$ cat config.mk
export PLATFORM = sky130hd
export DESIGN_NAME = fmprc_ctrl
export DESIGN_NICKNAME = d
export VERILOG_FILES = /design/src/rtl/fmprc_pkg.sv /design/src/rtl/fmprc_ctrl.sv
export SDC_FILE = /design/constraint.sdc
export NUM_CORES = 1
export LEC_CHECK = 0
export ABC_AREA = 1
export BUFFER_PORTS_ARGS = -buffer_cell sky130_fd_sc_hd__buf_2
export CORE_AREA = 5 5 42 44
export CTS_CLUSTER_SIZE = 24
export DETAILED_ROUTE_END_ITERATION = 12
export DIE_AREA = 0 0 47 49
export PLACE_DENSITY_LB_ADDON = 0.25
export SLEW_MARGIN = 40
export SYNTH_ARGS = -nofsm -noshare
export SYNTH_HDL_FRONTEND = slang
export SYNTH_SLANG_ARGS = --single-unit
$ cat constraint.sdc
create_clock -name clk_i -period 1.3 [get_ports clk_i]
set_input_delay 0.065 -clock clk_i [delete_from_list [all_inputs] [get_ports clk_i]]
set_output_delay 0.065 -clock clk_i [all_outputs]
set_load 0.005 [all_outputs]
$ cat src/rtl/fmprc_pkg.sv
package fmprc_pkg;

  localparam int unsigned MaxRulesDefault  = 64;
  localparam int unsigned NumChainsDefault = 8;
  localparam int unsigned ChainW           = 3;
  localparam int unsigned SlotW            = 6;
  localparam int unsigned CtrlW            = 13;
  localparam int unsigned CfgIdxW          = 1;
  localparam int unsigned CfgDataW         = 24;
  localparam logic [23:0] DefaultActionsRst = 24'd65;
  localparam logic [3:0]  ActiveChainsRst   = 4'd5;

  typedef enum logic [1:0] {
    ModeWrite = 2'd0,
    ModeCount = 2'd1,
    ModeClass = 2'd2,
    ModeNone  = 2'd3
  } mode_e;

  typedef enum logic [1:0] {
    WordSrc  = 2'd0,
    WordDst  = 2'd1,
    WordPort = 2'd2,
    WordCtrl = 2'd3
  } word_e;

  typedef enum logic [0:0] {
    CfgDefaultActions = 1'b0,
    CfgActiveChains   = 1'b1
  } cfg_e;

  typedef enum logic [2:0] {
    StIdle,
    StRead,
    StCheck,
    StDone
  } state_e;

  typedef struct packed {
    logic load;
    logic rd_en;
    logic advance;
    logic finish;
  } cmd_t;

  typedef struct packed {
    logic absent;
    logic is_class;
    logic scan_end;
    logic match;
  } sts_t;

endpackage

$ cat src/rtl/fmprc_ctrl.sv
module fmprc_ctrl (
  input  logic            clk_i,
  input  logic            rst_ni,
  input  logic            in_valid_i,
  output logic            in_ready_o,
  output logic            out_valid_o,
  input  logic            out_ready_i,
  input  fmprc_pkg::sts_t sts_i,
  output fmprc_pkg::cmd_t cmd_o
);
  import fmprc_pkg::*;

  state_e state_q, state_d;
  logic   ov_q, ov_d;

  always_ff @(posedge clk_i or negedge rst_ni) begin
    if (!rst_ni) begin
      state_q <= StIdle;
      ov_q    <= 1'b0;
    end else begin
      state_q <= state_d;
      ov_q    <= ov_d;
    end
  end

  always_comb begin
    state_d    = state_q;
    ov_d       = ov_q;
    cmd_o      = '0;
    in_ready_o = (state_q == StIdle);
    if (ov_q && out_ready_i) ov_d = 1'b0;
    case (state_q)
      StIdle: begin
        if (in_valid_i) begin
          cmd_o.load = 1'b1;
          state_d    = StRead;
        end
      end
      StRead: begin
        // Performs writes and count updates, or reads the next rule.
        cmd_o.rd_en = 1'b1;
        if (!sts_i.is_class || sts_i.absent || sts_i.scan_end) begin
          state_d = StDone;
        end else begin
          cmd_o.advance = 1'b1;
          state_d       = StCheck;
        end
      end
      StCheck: begin
        if (sts_i.match) begin
          state_d = StDone;
        end else if (sts_i.scan_end) begin
          state_d = StDone;
        end else begin
          cmd_o.rd_en   = 1'b1;
          cmd_o.advance = 1'b1;
        end
      end
      StDone: begin
        if (!ov_q || out_ready_i) begin
          cmd_o.finish = 1'b1;
          ov_d         = 1'b1;
          state_d      = StIdle;
        end
      end
      default: state_d = StIdle;
    endcase
  end

  assign out_valid_o = ov_q;

endmodule

-- Word level (Yosys, flattened, before mapping)
Index checks and enable logic that the tools add are counted.
- bits in registers: 4
- latch bits: 0
- bits in writable memories: 0
- bits in read-only memories: 0
- bits of input ports: 8
- output and inout port bits: 6
- word-level logic and storage cells: 33
- memories kept: 0
- add/sub/neg operators: 0
- multiply operators: 0
- divide/modulo/power cells: 0
- order comparisons: 0
- equal/unequal tests: 6
- shifts and indexed selects: 0
- muxes and demuxes: 17
- bitwise logic cells: 0
- reductions and logical operators: 8
- operators with widths (operator ; count):
    3-bit 2-to-1 mux ; 4
    3-bit one-hot mux with 4 select lines ; 1
    1-bit 2-to-1 mux ; 9
    3-bit by 2-bit equality test with 1-bit output (second input constant) ; 2
    2-bit 2-to-1 mux ; 2
    2-bit != test (second input constant) ; 2
    2-bit one-hot mux with 2 select lines ; 1
    3-bit by 1-bit equality test with 1-bit output (second input constant) ; 1
    3-bit zero test ; 1
    1-bit logical OR ; 3
    3-bit != test (second input constant) ; 1
    3-bit AND reduction ; 1
    1-bit zero test ; 2
    1-bit logical AND ; 1

-- Longest topological paths before layout
Gate-level depths: netlist of run 1.
- word-level depth: 5
- gate-level depth with buffers: 7

-- Worst setup path after synthesis of run 1
No wires, ideal clock.
- path type: register to register
- from: reg state_q[0]
- to: reg state_q[1]
- data arrival time: 0.981 ns
- setup slack: 0.198 ns
- stages on the path, launching flop included: 7
- clock period less this slack: 1.102 ns
- path through: dfrtp_1 -> inv_1 -> ha_1 -> nand2_1 -> nand3_2 -> nand2_1 -> o21ai_1
- longest elaborated chain between the ends: 3
- elaborated cells on any way between the ends: 9
- classes of those cells: 6 x eq/ne; 1 x mux; 2 x reduce/logical
- RTL lines (what ; line ; text):
    from (decl) ; fmprc_ctrl.sv:13 ; state_e state_q, state_d;
    from (signal assigned) ; fmprc_ctrl.sv:18 ; state_q <= StIdle;
    from (signal assigned) ; fmprc_ctrl.sv:21 ; state_q <= state_d;
    3-bit zero test * ; - ;
    named net in_ready_o ; fmprc_ctrl.sv:5 ; output logic in_ready_o,
    2-bit != test (no source line) ; - ;
    3-bit AND reduction (no source line) ; - ;
Mark *: on every way through the listed nets, which the timed path passes. The rest lies on a longest branch.
A chain may end at the register's enable or synchronous reset.

==> impl_metrics.ini, run 1 <==
[status]
status = completed

[grt]
antenna_found_initial = 0
grt_pass1_vias = 283
grt_usage_pct = 7.69
grt_pass1_wl_um = 1190
grt_max_degree = 5
overflow = 0

[floorplan]
io_pins = 14
dieWidth_um = 47
dieArea_um2 = 2300
die_h_um = 49
core_um2 = 1400
initial_utilization_pct = 20.6
num_rows = 14

[power_and_ir_drop]
ir_drop_mv = 1.05
powerDensity_nw_per_um2 = 2230
p_leak_nw = 0.297

[final_layout]
layout-drive-gt1-share_pct = 52.3
nets = 79
fillers = 151
design_area_um2 = 514
area_growth_pct = 77.9
ff_latch_area_um2 = 76.3
fin_cells = 81
multiInputGateArea_um2 = 235
diodes = 0

[sta]
fmax_mhz = 774
finalClockSkew_ns = 0.00100
finalHoldViolations = 0
worstMarginPinSlew_ns = 0.209
final_max_slew_viol_count = 0
setup_viol = 0
period_minus_slack_ns = 1.29
fin_tns_setup_ns = 0
period_share_pct = 99.4
maxSlewHeadroom_pct = 86.0
rsz0062_at_grt = true

[route]
vias = 319
avgViaCountPerCell = 3.94
drt-pass1-iter-count = 3
drcViolationCount = 0
drt_wl_total_um = 707
initialDrtViolationCount = 2
wl_per_cell_um = 8.73
ant_nets = 0

[synthesis]
ys.flop_type = dfrtp_1
synthTopCellsByCount = inv_1 (12), nand2_1 (10), ha_1 (5)
syn-instance-count = 43
synthTopCellsByArea = dfrtp_1 (26%), ha_1 (22%), inv_1 (16%)
synth_top_cell_area_share_pct = 26.0
postSynthAreaPerCell_um2 = 6.72
post-synth-top-count-cell = inv_1
ys_ff_latch = 3
yosys.area.top_type = dfrtp_1
async_reset_ff_share_pct = 100
syn_area_um2 = 289
seq_area_frac_synth_pct = 26.0
ys_types = 11
synth_edf_count = 0
synth.yosys.warnings = 0
synth_nets = 56

[placed_design]
port_buffers = 13
place_congestion = 0.673
dp_cells = 72
placed_cell_area_um2 = 374
hpwlAfterDp_um = 547

[setup_path]
r2r_slack_ns = 0.12
cp_max_fo = 3
rr_endpoint = state_q[1]
reg2reg_from = state_q[0]
cp.arrival_ns = 1.23
worst_ep_required_time_ns = 1.24
endpoint_kind = primary output
crit_type = flop to primary output
critPathLaunchType = flop
reg2reg_depth = 6

[clock_network]
cts.sinks = 3
cts_buffer_depth = 2
htreeDepth = 1
clk_pin_slew_ns = 0.03
cts_tree = yes
clock_latency_ns = 0.23
numCtsBuffers = 3
cts_root_buf = clkbuf_4

[run]
maxCapViolations = 0

[min_path]
hold_end = out_valid_o
hold_depth = 4
min_from = out_ready_i
holdCritPathClass = input pin to flop
==> metrics by stage <==
| stage | utilization [%] | power, mW | setup WS, ns | hold WS [ns] |
|---|---|---|---|---|
| after detailed placement | 26.7 | 0.665 | 0.0784 | -0.130 |
| after global placement | 26.7 | 0.657 | 0.118 | -0.133 |
| final | 36.7 | 1.15 | 0.00804 | 0.103 |
| after CTS | 31.3 | 0.929 | -0.0000977 | 0.0874 |
| after floorplan | - | 0.505 | 0.198 | -0.231 |
| after global routing | 36.7 | 1.29 | -0.0871 | 0.113 |
==> placed cells by master (no fill, tap or decap) <==
cell	instances
ha_4	4
buf_4	3
dlygate4sd3_1	1
nand2_4	1
inv_1	8
o21ai_1	1
ha_1	1
nand2_1	10
buf_2	13
inv_2	3
buf_6	1
nand3_2	1
dfrtp_2	1
clkbuf_4	3
nand4_1	1
a21oi_2	3
nand3_1	3
inv_4	1
clkbuf_1	1
dfrtp_1	2
nor2_1	3
==> kinds of logic after synthesis <==
logic type / share of synthesized area [%]
AO/OA/AOI/OAI: 6.92
adder cells (fa/ha/maj): 21.6
buffers and inverters: 15.6
flip-flops: 26.0
AND/OR/NAND/NOR: 29.9
==> repair_timing <==
action,CTS,global route
pin swaps,2,1
buffers inserted,3,1
setup endpoints to repair,2,6
hold endpoints to repair,3,0
resized for setup,5,13
hold buffers,1,0
==> layout make-up <==
class	instances	share of cell area, %
Multi-Input combinational cell	28	45.7
Timing Repair Buffer	18	21.2
Sequential cell	3	14.8
Inverter	12	9.25
Clock buffer	4	5.11
Tap cell	16	3.89
==> report_power, final <==
part / internal, mW / switching, mW
logic: 0.387 / 0.399
registers: 0.147 / 0.0504
clock network: 0.115 / 0.0460
==> layer usage <==
layer  wire [um]  vias up  share of wire (%)  GRT usage, %
met1         274      135                 39          7.96
met3          49        4                6.9          5.54
li1            -      174                  -             -
met4          14        0                2.0          5.53
met5           0        -                  0             0
met2         368        6                 52          10.4
==> worst max path at each step <==
stage	startpoint	endpoint	slack (ns)	cells past startpoint
final	state_q[1]	cmd_o[2]	0.008	5
after global routing	state_q[1]	cmd_o[2]	-0.09	5
after CTS	state_q[1]	cmd_o[1]	-0.0001	5
after detailed placement	state_q[0]	state_q[1]	0.08	6
after global placement	state_q[0]	state_q[1]	0.12	6
after floorplan	state_q[0]	state_q[1]	0.20	6
==> critical path, cell delays in order, from the launching register on <==
cell     delay, ns
dfrtp_1       0.39
inv_2         0.08
ha_4          0.28
inv_4         0.04
a21oi_2       0.09
buf_2         0.12
==> flip-flops by register name (all words and copies together) (netlist names) <==
| signal | cells |
|---|---|
| state_q | 2 |
| out_valid_o | 1 |
No activity file was read; power rests on OpenSTA's default activity.
==> run 2, diff against run 1 <==
--- a/config.mk
+++ b/config.mk
@@ -16,3 +16,4 @@
 export SYNTH_ARGS = -nofsm -noshare
 export SYNTH_HDL_FRONTEND = slang
 export SYNTH_SLANG_ARGS = --single-unit
+export TNS_END_PERCENT = 30
==> constraint.sdc (replaced) <==
create_clock -name clk_i -period 1.5 [get_ports clk_i]
set_input_delay 0.075 -clock clk_i [delete_from_list [all_inputs] [get_ports clk_i]]
set_output_delay 0.075 -clock clk_i [all_outputs]
set_load 0.005 [all_outputs]
==> impl_metrics.ini, run 2 (synthesis gave the netlist of run 1 again) <==
[setup_path]
crit_chain = inv_1 > ha_1 > nand4_1 > a21oi_1 > buf_2
critPathLaunchType = flop
reg2reg_depth = 6
rr_endpoint = state_q[1]
crit_type = flop to primary output
cp.arrival_ns = 1.29
worst_ep_required_time_ns = 1.42
cp_max_fo = 5
reg2reg_from = state_q[0]
r2r_slack_ns = 0.33
cpMaxStageDelayCell = dfrtp_1
endpoint_kind = primary output
cp_slowest_stage_delay_ns = 0.42

[sta]
rsz0062_at_grt = false
finalHoldViolations = 0
maxSlewHeadroom_pct = 88.9
holdWs_ns = 0.111
fin_tns_setup_ns = 0
setup_viol = 0
period_share_pct = 91.0
worstMarginPinSlew_ns = 0.166
finalClockSkew_ns = 0.000373
period_minus_slack_ns = 1.36
fmax_mhz = 733
final_max_slew_viol_count = 0

[route]
vias = 293
ant_nets = 0
drt-pass1-iter-count = 4
drt_wl_total_um = 593
drcViolationCount = 0
wl_per_cell_um = 7.70
avgViaCountPerCell = 3.81
initialDrtViolationCount = 2

[power_and_ir_drop]
pwr-share-seq_pct = 24.7
swShare_pct = 43.8
ir_drop_mv = 0.591
power.internal_uw = 397
p_clk_share_pct = 19.5
p_leak_nw = 0.271
combPwrFrac_pct = 55.8
p_sw_uw = 310
powerDensity_nw_per_um2 = 1720

[floorplan]
dieWidth_um = 47
die_h_um = 49
io_pins = 14
core_um2 = 1400
dieArea_um2 = 2300
num_rows = 14
initial_utilization_pct = 20.6

[min_path]
hold_end = out_valid_o
holdCritPathClass = input pin to flop
hold_depth = 4
min_from = out_ready_i

[final_layout]
utilization_pct = 29.3
design_area_um2 = 410
layout-drive-gt1-share_pct = 29.5
largest_register_ffs = 2
regMostFlops = state_q
layout_common_cells = buf_2 (13), inv_1 (12), nand2_1 (10)
nets = 75
final_common_cell = buf_2
diodes = 0
area_growth_pct = 42.0

[status]
status = completed

[grt]
grt_pass1_wl_um = 1080
grt_max_degree = 6
antenna_found_initial = 0
grt_usage_pct = 6.49
overflow = 0
grt_pass1_vias = 285

[placed_design]
place_congestion = 0.707
placed_cell_area_um2 = 374
hpwlAfterDp_um = 513
port_buffers = 13

[clock_network]
htreeDepth = 1
clock_latency_ns = 0.23
clk_pin_slew_ns = 0.03
cts_buffer_depth = 2
numCtsBuffers = 3
cts_tree = yes
cts_root_buf = clkbuf_4
cts.sinks = 3
cts_setup_buffers = 0

[run]
maxCapViolations = 0
-- run 2: cell types whose count changed in the layout (fill, tap and decap cells not counted), sizes merged --
cell and change:
buf -4
-- run 2: worst max-delay path, delay by kind of cell (launching register included) --
family	cells	cell delay (ns)
adder cells (fa/ha/maj)	1	0.20
buffers and inverters	2	0.22
AO/OA/AOI/OAI	1	0.12
AND/OR/NAND/NOR	1	0.10
flip-flops	1	0.42
-- run 2: worst max-delay path by stage --
stage / startpoint / cells after the start / endpoint / slack, ns
after CTS: state_q[0] / 5 / cmd_o[1] / 0.12
after floorplan: state_q[0] / 6 / state_q[1] / 0.40
after global routing: state_q[0] / 5 / cmd_o[2] / 0.01
final: state_q[1] / 5 / cmd_o[1] / 0.14
after global placement: state_q[0] / 6 / state_q[1] / 0.35
after detailed placement: state_q[0] / 6 / state_q[1] / 0.32
-- run 2: layout make-up --
| cell class | count | area (um2) |
|---|---|---|
| inverter | 12 | 45.0 |
| sequential | 3 | 75.1 |
| tap | 16 | 20.0 |
| multi-input combinational | 28 | 169 |
| fill | 169 | 991 |
| clock buffer | 4 | 26.3 |
| timing repair buffer | 14 | 75.1 |
-- run 2: through the flow --
stage | worst slack, ns | std cells | power [mW]
floorplan | 0.398 | 43 | 0.438
global placement | 0.346 | 72 | 0.573
detailed placement | 0.322 | 72 | 0.578
CTS | 0.117 | 77 | 0.728
global route | 0.0148 | 77 | 0.810
finish | 0.135 | 77 | 0.706
-- run 2: power by group through the flow --
stage	Sequential [mW]	Clock [mW]	Combinational (mW)
after CTS	0.175	0.147	0.406
final	0.175	0.138	0.394
after global placement	0.173	0	0.400
after floorplan	0.167	0	0.271
after detailed placement	0.176	0	0.403
after global routing	0.184	0.161	0.465
-- run 2: metal layers --
layer  track usage [%]  routed length (um)
met1              7.74                 259
met2              9.50                 310
met3              1.11                  23
met4              5.53                   0
met5                 0                   0
-- run 2: timing repair --
item                                   4_1_cts  5_1_grt
hold buffers                                 1        0
endpoints found under the hold margin        3        0
resized for setup                            0        0
==> run 3, diff against run 2 <==
--- a/config.mk
+++ b/config.mk
@@ -7,10 +7,11 @@
 export LEC_CHECK = 0
 export ABC_AREA = 1
 export BUFFER_PORTS_ARGS = -buffer_cell sky130_fd_sc_hd__buf_2
-export CORE_AREA = 5 5 42 44
+export CORE_AREA = 2 2 39 41
 export CTS_CLUSTER_SIZE = 24
 export DETAILED_ROUTE_END_ITERATION = 12
-export DIE_AREA = 0 0 47 49
+export DIE_AREA = 0 0 41 43
+export GPL_TIMING_DRIVEN = 1
 export PLACE_DENSITY_LB_ADDON = 0.25
 export SLEW_MARGIN = 40
 export SYNTH_ARGS = -nofsm -noshare
==> constraint.sdc (replaced) <==
create_clock -name clk_i -period 1.5 [get_ports clk_i]
set_input_delay 0.45 -clock clk_i [delete_from_list [all_inputs] [get_ports clk_i]]
set_output_delay 0.45 -clock clk_i [all_outputs]
set_load 0.005 [all_outputs]
==> impl_metrics.ini, run 3 (synthesis gave the netlist of run 1 again) <==
[power_and_ir_drop]
p_leak_nw = 0.300
power.internal_uw = 599
pwr-share-seq_pct = 16.0
power_mw = 1.03
powerDensity_nw_per_um2 = 1990
combPwrFrac_pct = 70.4
ir_drop_mv = 0.629
swShare_pct = 41.6
p_clk_share_pct = 13.7
p_sw_uw = 427

[run]
maxCapViolations = 0

[sta]
fin_tns_setup_ns = -0.577
worstMarginPinSlew_ns = 0.143
fmax_mhz = 594
period_share_pct = 112
maxSlewHeadroom_pct = 90.4
period_minus_slack_ns = 1.68
setup_slack_ns = -0.183
finalHoldViolations = 0
final_max_slew_viol_count = 0
setup_viol = 4
rsz0062_at_grt = true
finalClockSkew_ns = 0.00336

[placed_design]
place_congestion = 0.639
hpwlAfterDp_um = 509
port_buffers = 13

[clock_network]
clk_pin_slew_ns = 0.04
cts.sinks = 3
cts_buffer_depth = 2
cts_tree = yes
cts_root_buf = clkbuf_4
clock_latency_ns = 0.23
htreeDepth = 1
numCtsBuffers = 3

[setup_path]
cp.arrival_ns = 1.23
worst_ep_required_time_ns = 1.05
crit_type = flop to primary output
crit_family = flip-flops
cp_slowest_stage_delay_ns = 0.40
r2r_slack_ns = 0.26
reg2reg_from = state_q[0]
crit_chain = buf_4 > ha_1 > inv_1 > a21oi_1 > buf_2
path_depth = 5
cpMaxStageDelayCell = dfrtp_1
reg2reg_depth = 6
endpoint_kind = primary output
rr_endpoint = state_q[0]
cp_max_fo = 3
critPathLaunchType = flop
path_buf_inv = 3

[min_path]
hold_depth = 4
holdCritPathClass = input pin to flop
min_from = out_ready_i
hold_end = out_valid_o

[final_layout]
area_growth_pct = 78.4
multiInputGateArea_um2 = 216
ff_latch_area_um2 = 75.1
fillers = 149
regMostFlops = state_q
diodes = 0
layout_common_cells = buf_2 (12), inv_1 (9), nand2_1 (9)
final_common_cell = buf_2
nets = 81
layout-drive-gt1-share_pct = 49.3
largest_register_ffs = 2
utilization_pct = 37.3

[grt]
overflow = 0
grt_pass1_vias = 282
grt_pass1_wl_um = 1030
grt_usage_pct = 8.95
antenna_found_initial = 0
grt_max_degree = 5

[floorplan]
initial_utilization_pct = 20.9
core_um2 = 1380
io_pins = 14
die_h_um = 43
num_rows = 14
dieArea_um2 = 1760
dieWidth_um = 41

[route]
wl_per_cell_um = 8.35
top_layer = met3
wl_met3_um = 25
vias = 333
met1_length_um = 302
avgViaCountPerCell = 4.01
initialDrtViolationCount = 0
drcViolationCount = 0
routed-wl-met2_um = 365
drt-pass1-iter-count = 1
drt_wl_total_um = 693
ant_nets = 0

[status]
status = finished with violations
violations = setup timing
## run 3: cell types whose count changed in the layout (fill, tap and decap cells not counted), sizes merged
cell,delta
buf,+6
## run 3: timing repair
item | 4_1_cts | 5_1_grt
setup endpoints to repair | 5 | 5
pin swaps | 0 | 4
buffers inserted | 2 | 1
hold buffers | 1 | 0
hold endpoints to repair | 3 | 0
resized for setup | 8 | 6
## run 3: routing by layer
metal / track usage (%) / up-vias
met3: 4.71 / 0
li1: - / 179
met5: 0 / -
met4: 6.00 / 0
met2: 14.1 / 7
met1: 8.41 / 147
## run 3: worst max-delay path by stage
stage                from        to  slack, ns
4_1_cts        state_q[0]  cmd_o[1]      -0.19
3_5_place_dp     sts_i[1]  cmd_o[1]       0.03
6_report       state_q[0]  cmd_o[0]      -0.18
2_1_floorplan  state_q[0]  cmd_o[1]       0.15
3_3_place_gp   state_q[1]  cmd_o[1]       0.05
5_1_grt        state_q[0]  cmd_o[2]      -0.27
## run 3: worst reg2reg max path, stage by stage, from the launching register on
cell     delay [ns]
dfrtp_1        0.40
buf_4          0.16
ha_1           0.21
nand3_1        0.13
nand3_2        0.11
nand2_1        0.07
nand2_1        0.06
## run 3: cell type report
type	instances	area share, %
Clock buffer	4	5.10
Timing Repair Buffer	20	25.2
Multi-Input combinational cell	28	42.0
Tap cell	16	3.88
Sequential cell	3	14.6
Inverter	12	9.22
## run 3: per-stage QoR
| stage | instance area [um2] | hold slack (ns) | worst slack, ns | instances |
|---|---|---|---|---|
| floorplan | 289 | 0.154 | 0.152 | 43 |
| global placement | 397 | 0.247 | 0.0549 | 75 |
| detailed placement | 397 | 0.248 | 0.0304 | 75 |
| CTS | 485 | 0.467 | -0.190 | 82 |
| global route | 515 | 0.518 | -0.269 | 83 |
| finish | 515 | 0.475 | -0.183 | 83 |
## run 3: power groups by stage
| stage | Clock (mW) | Combinational [mW] | Sequential (mW) |
|---|---|---|---|
| global route | 0.158 | 0.798 | 0.173 |
| global placement | 0 | 0.458 | 0.159 |
| CTS | 0.148 | 0.593 | 0.162 |
| detailed placement | 0 | 0.460 | 0.160 |
| floorplan | 0 | 0.271 | 0.167 |
| finish | 0.140 | 0.722 | 0.164 |
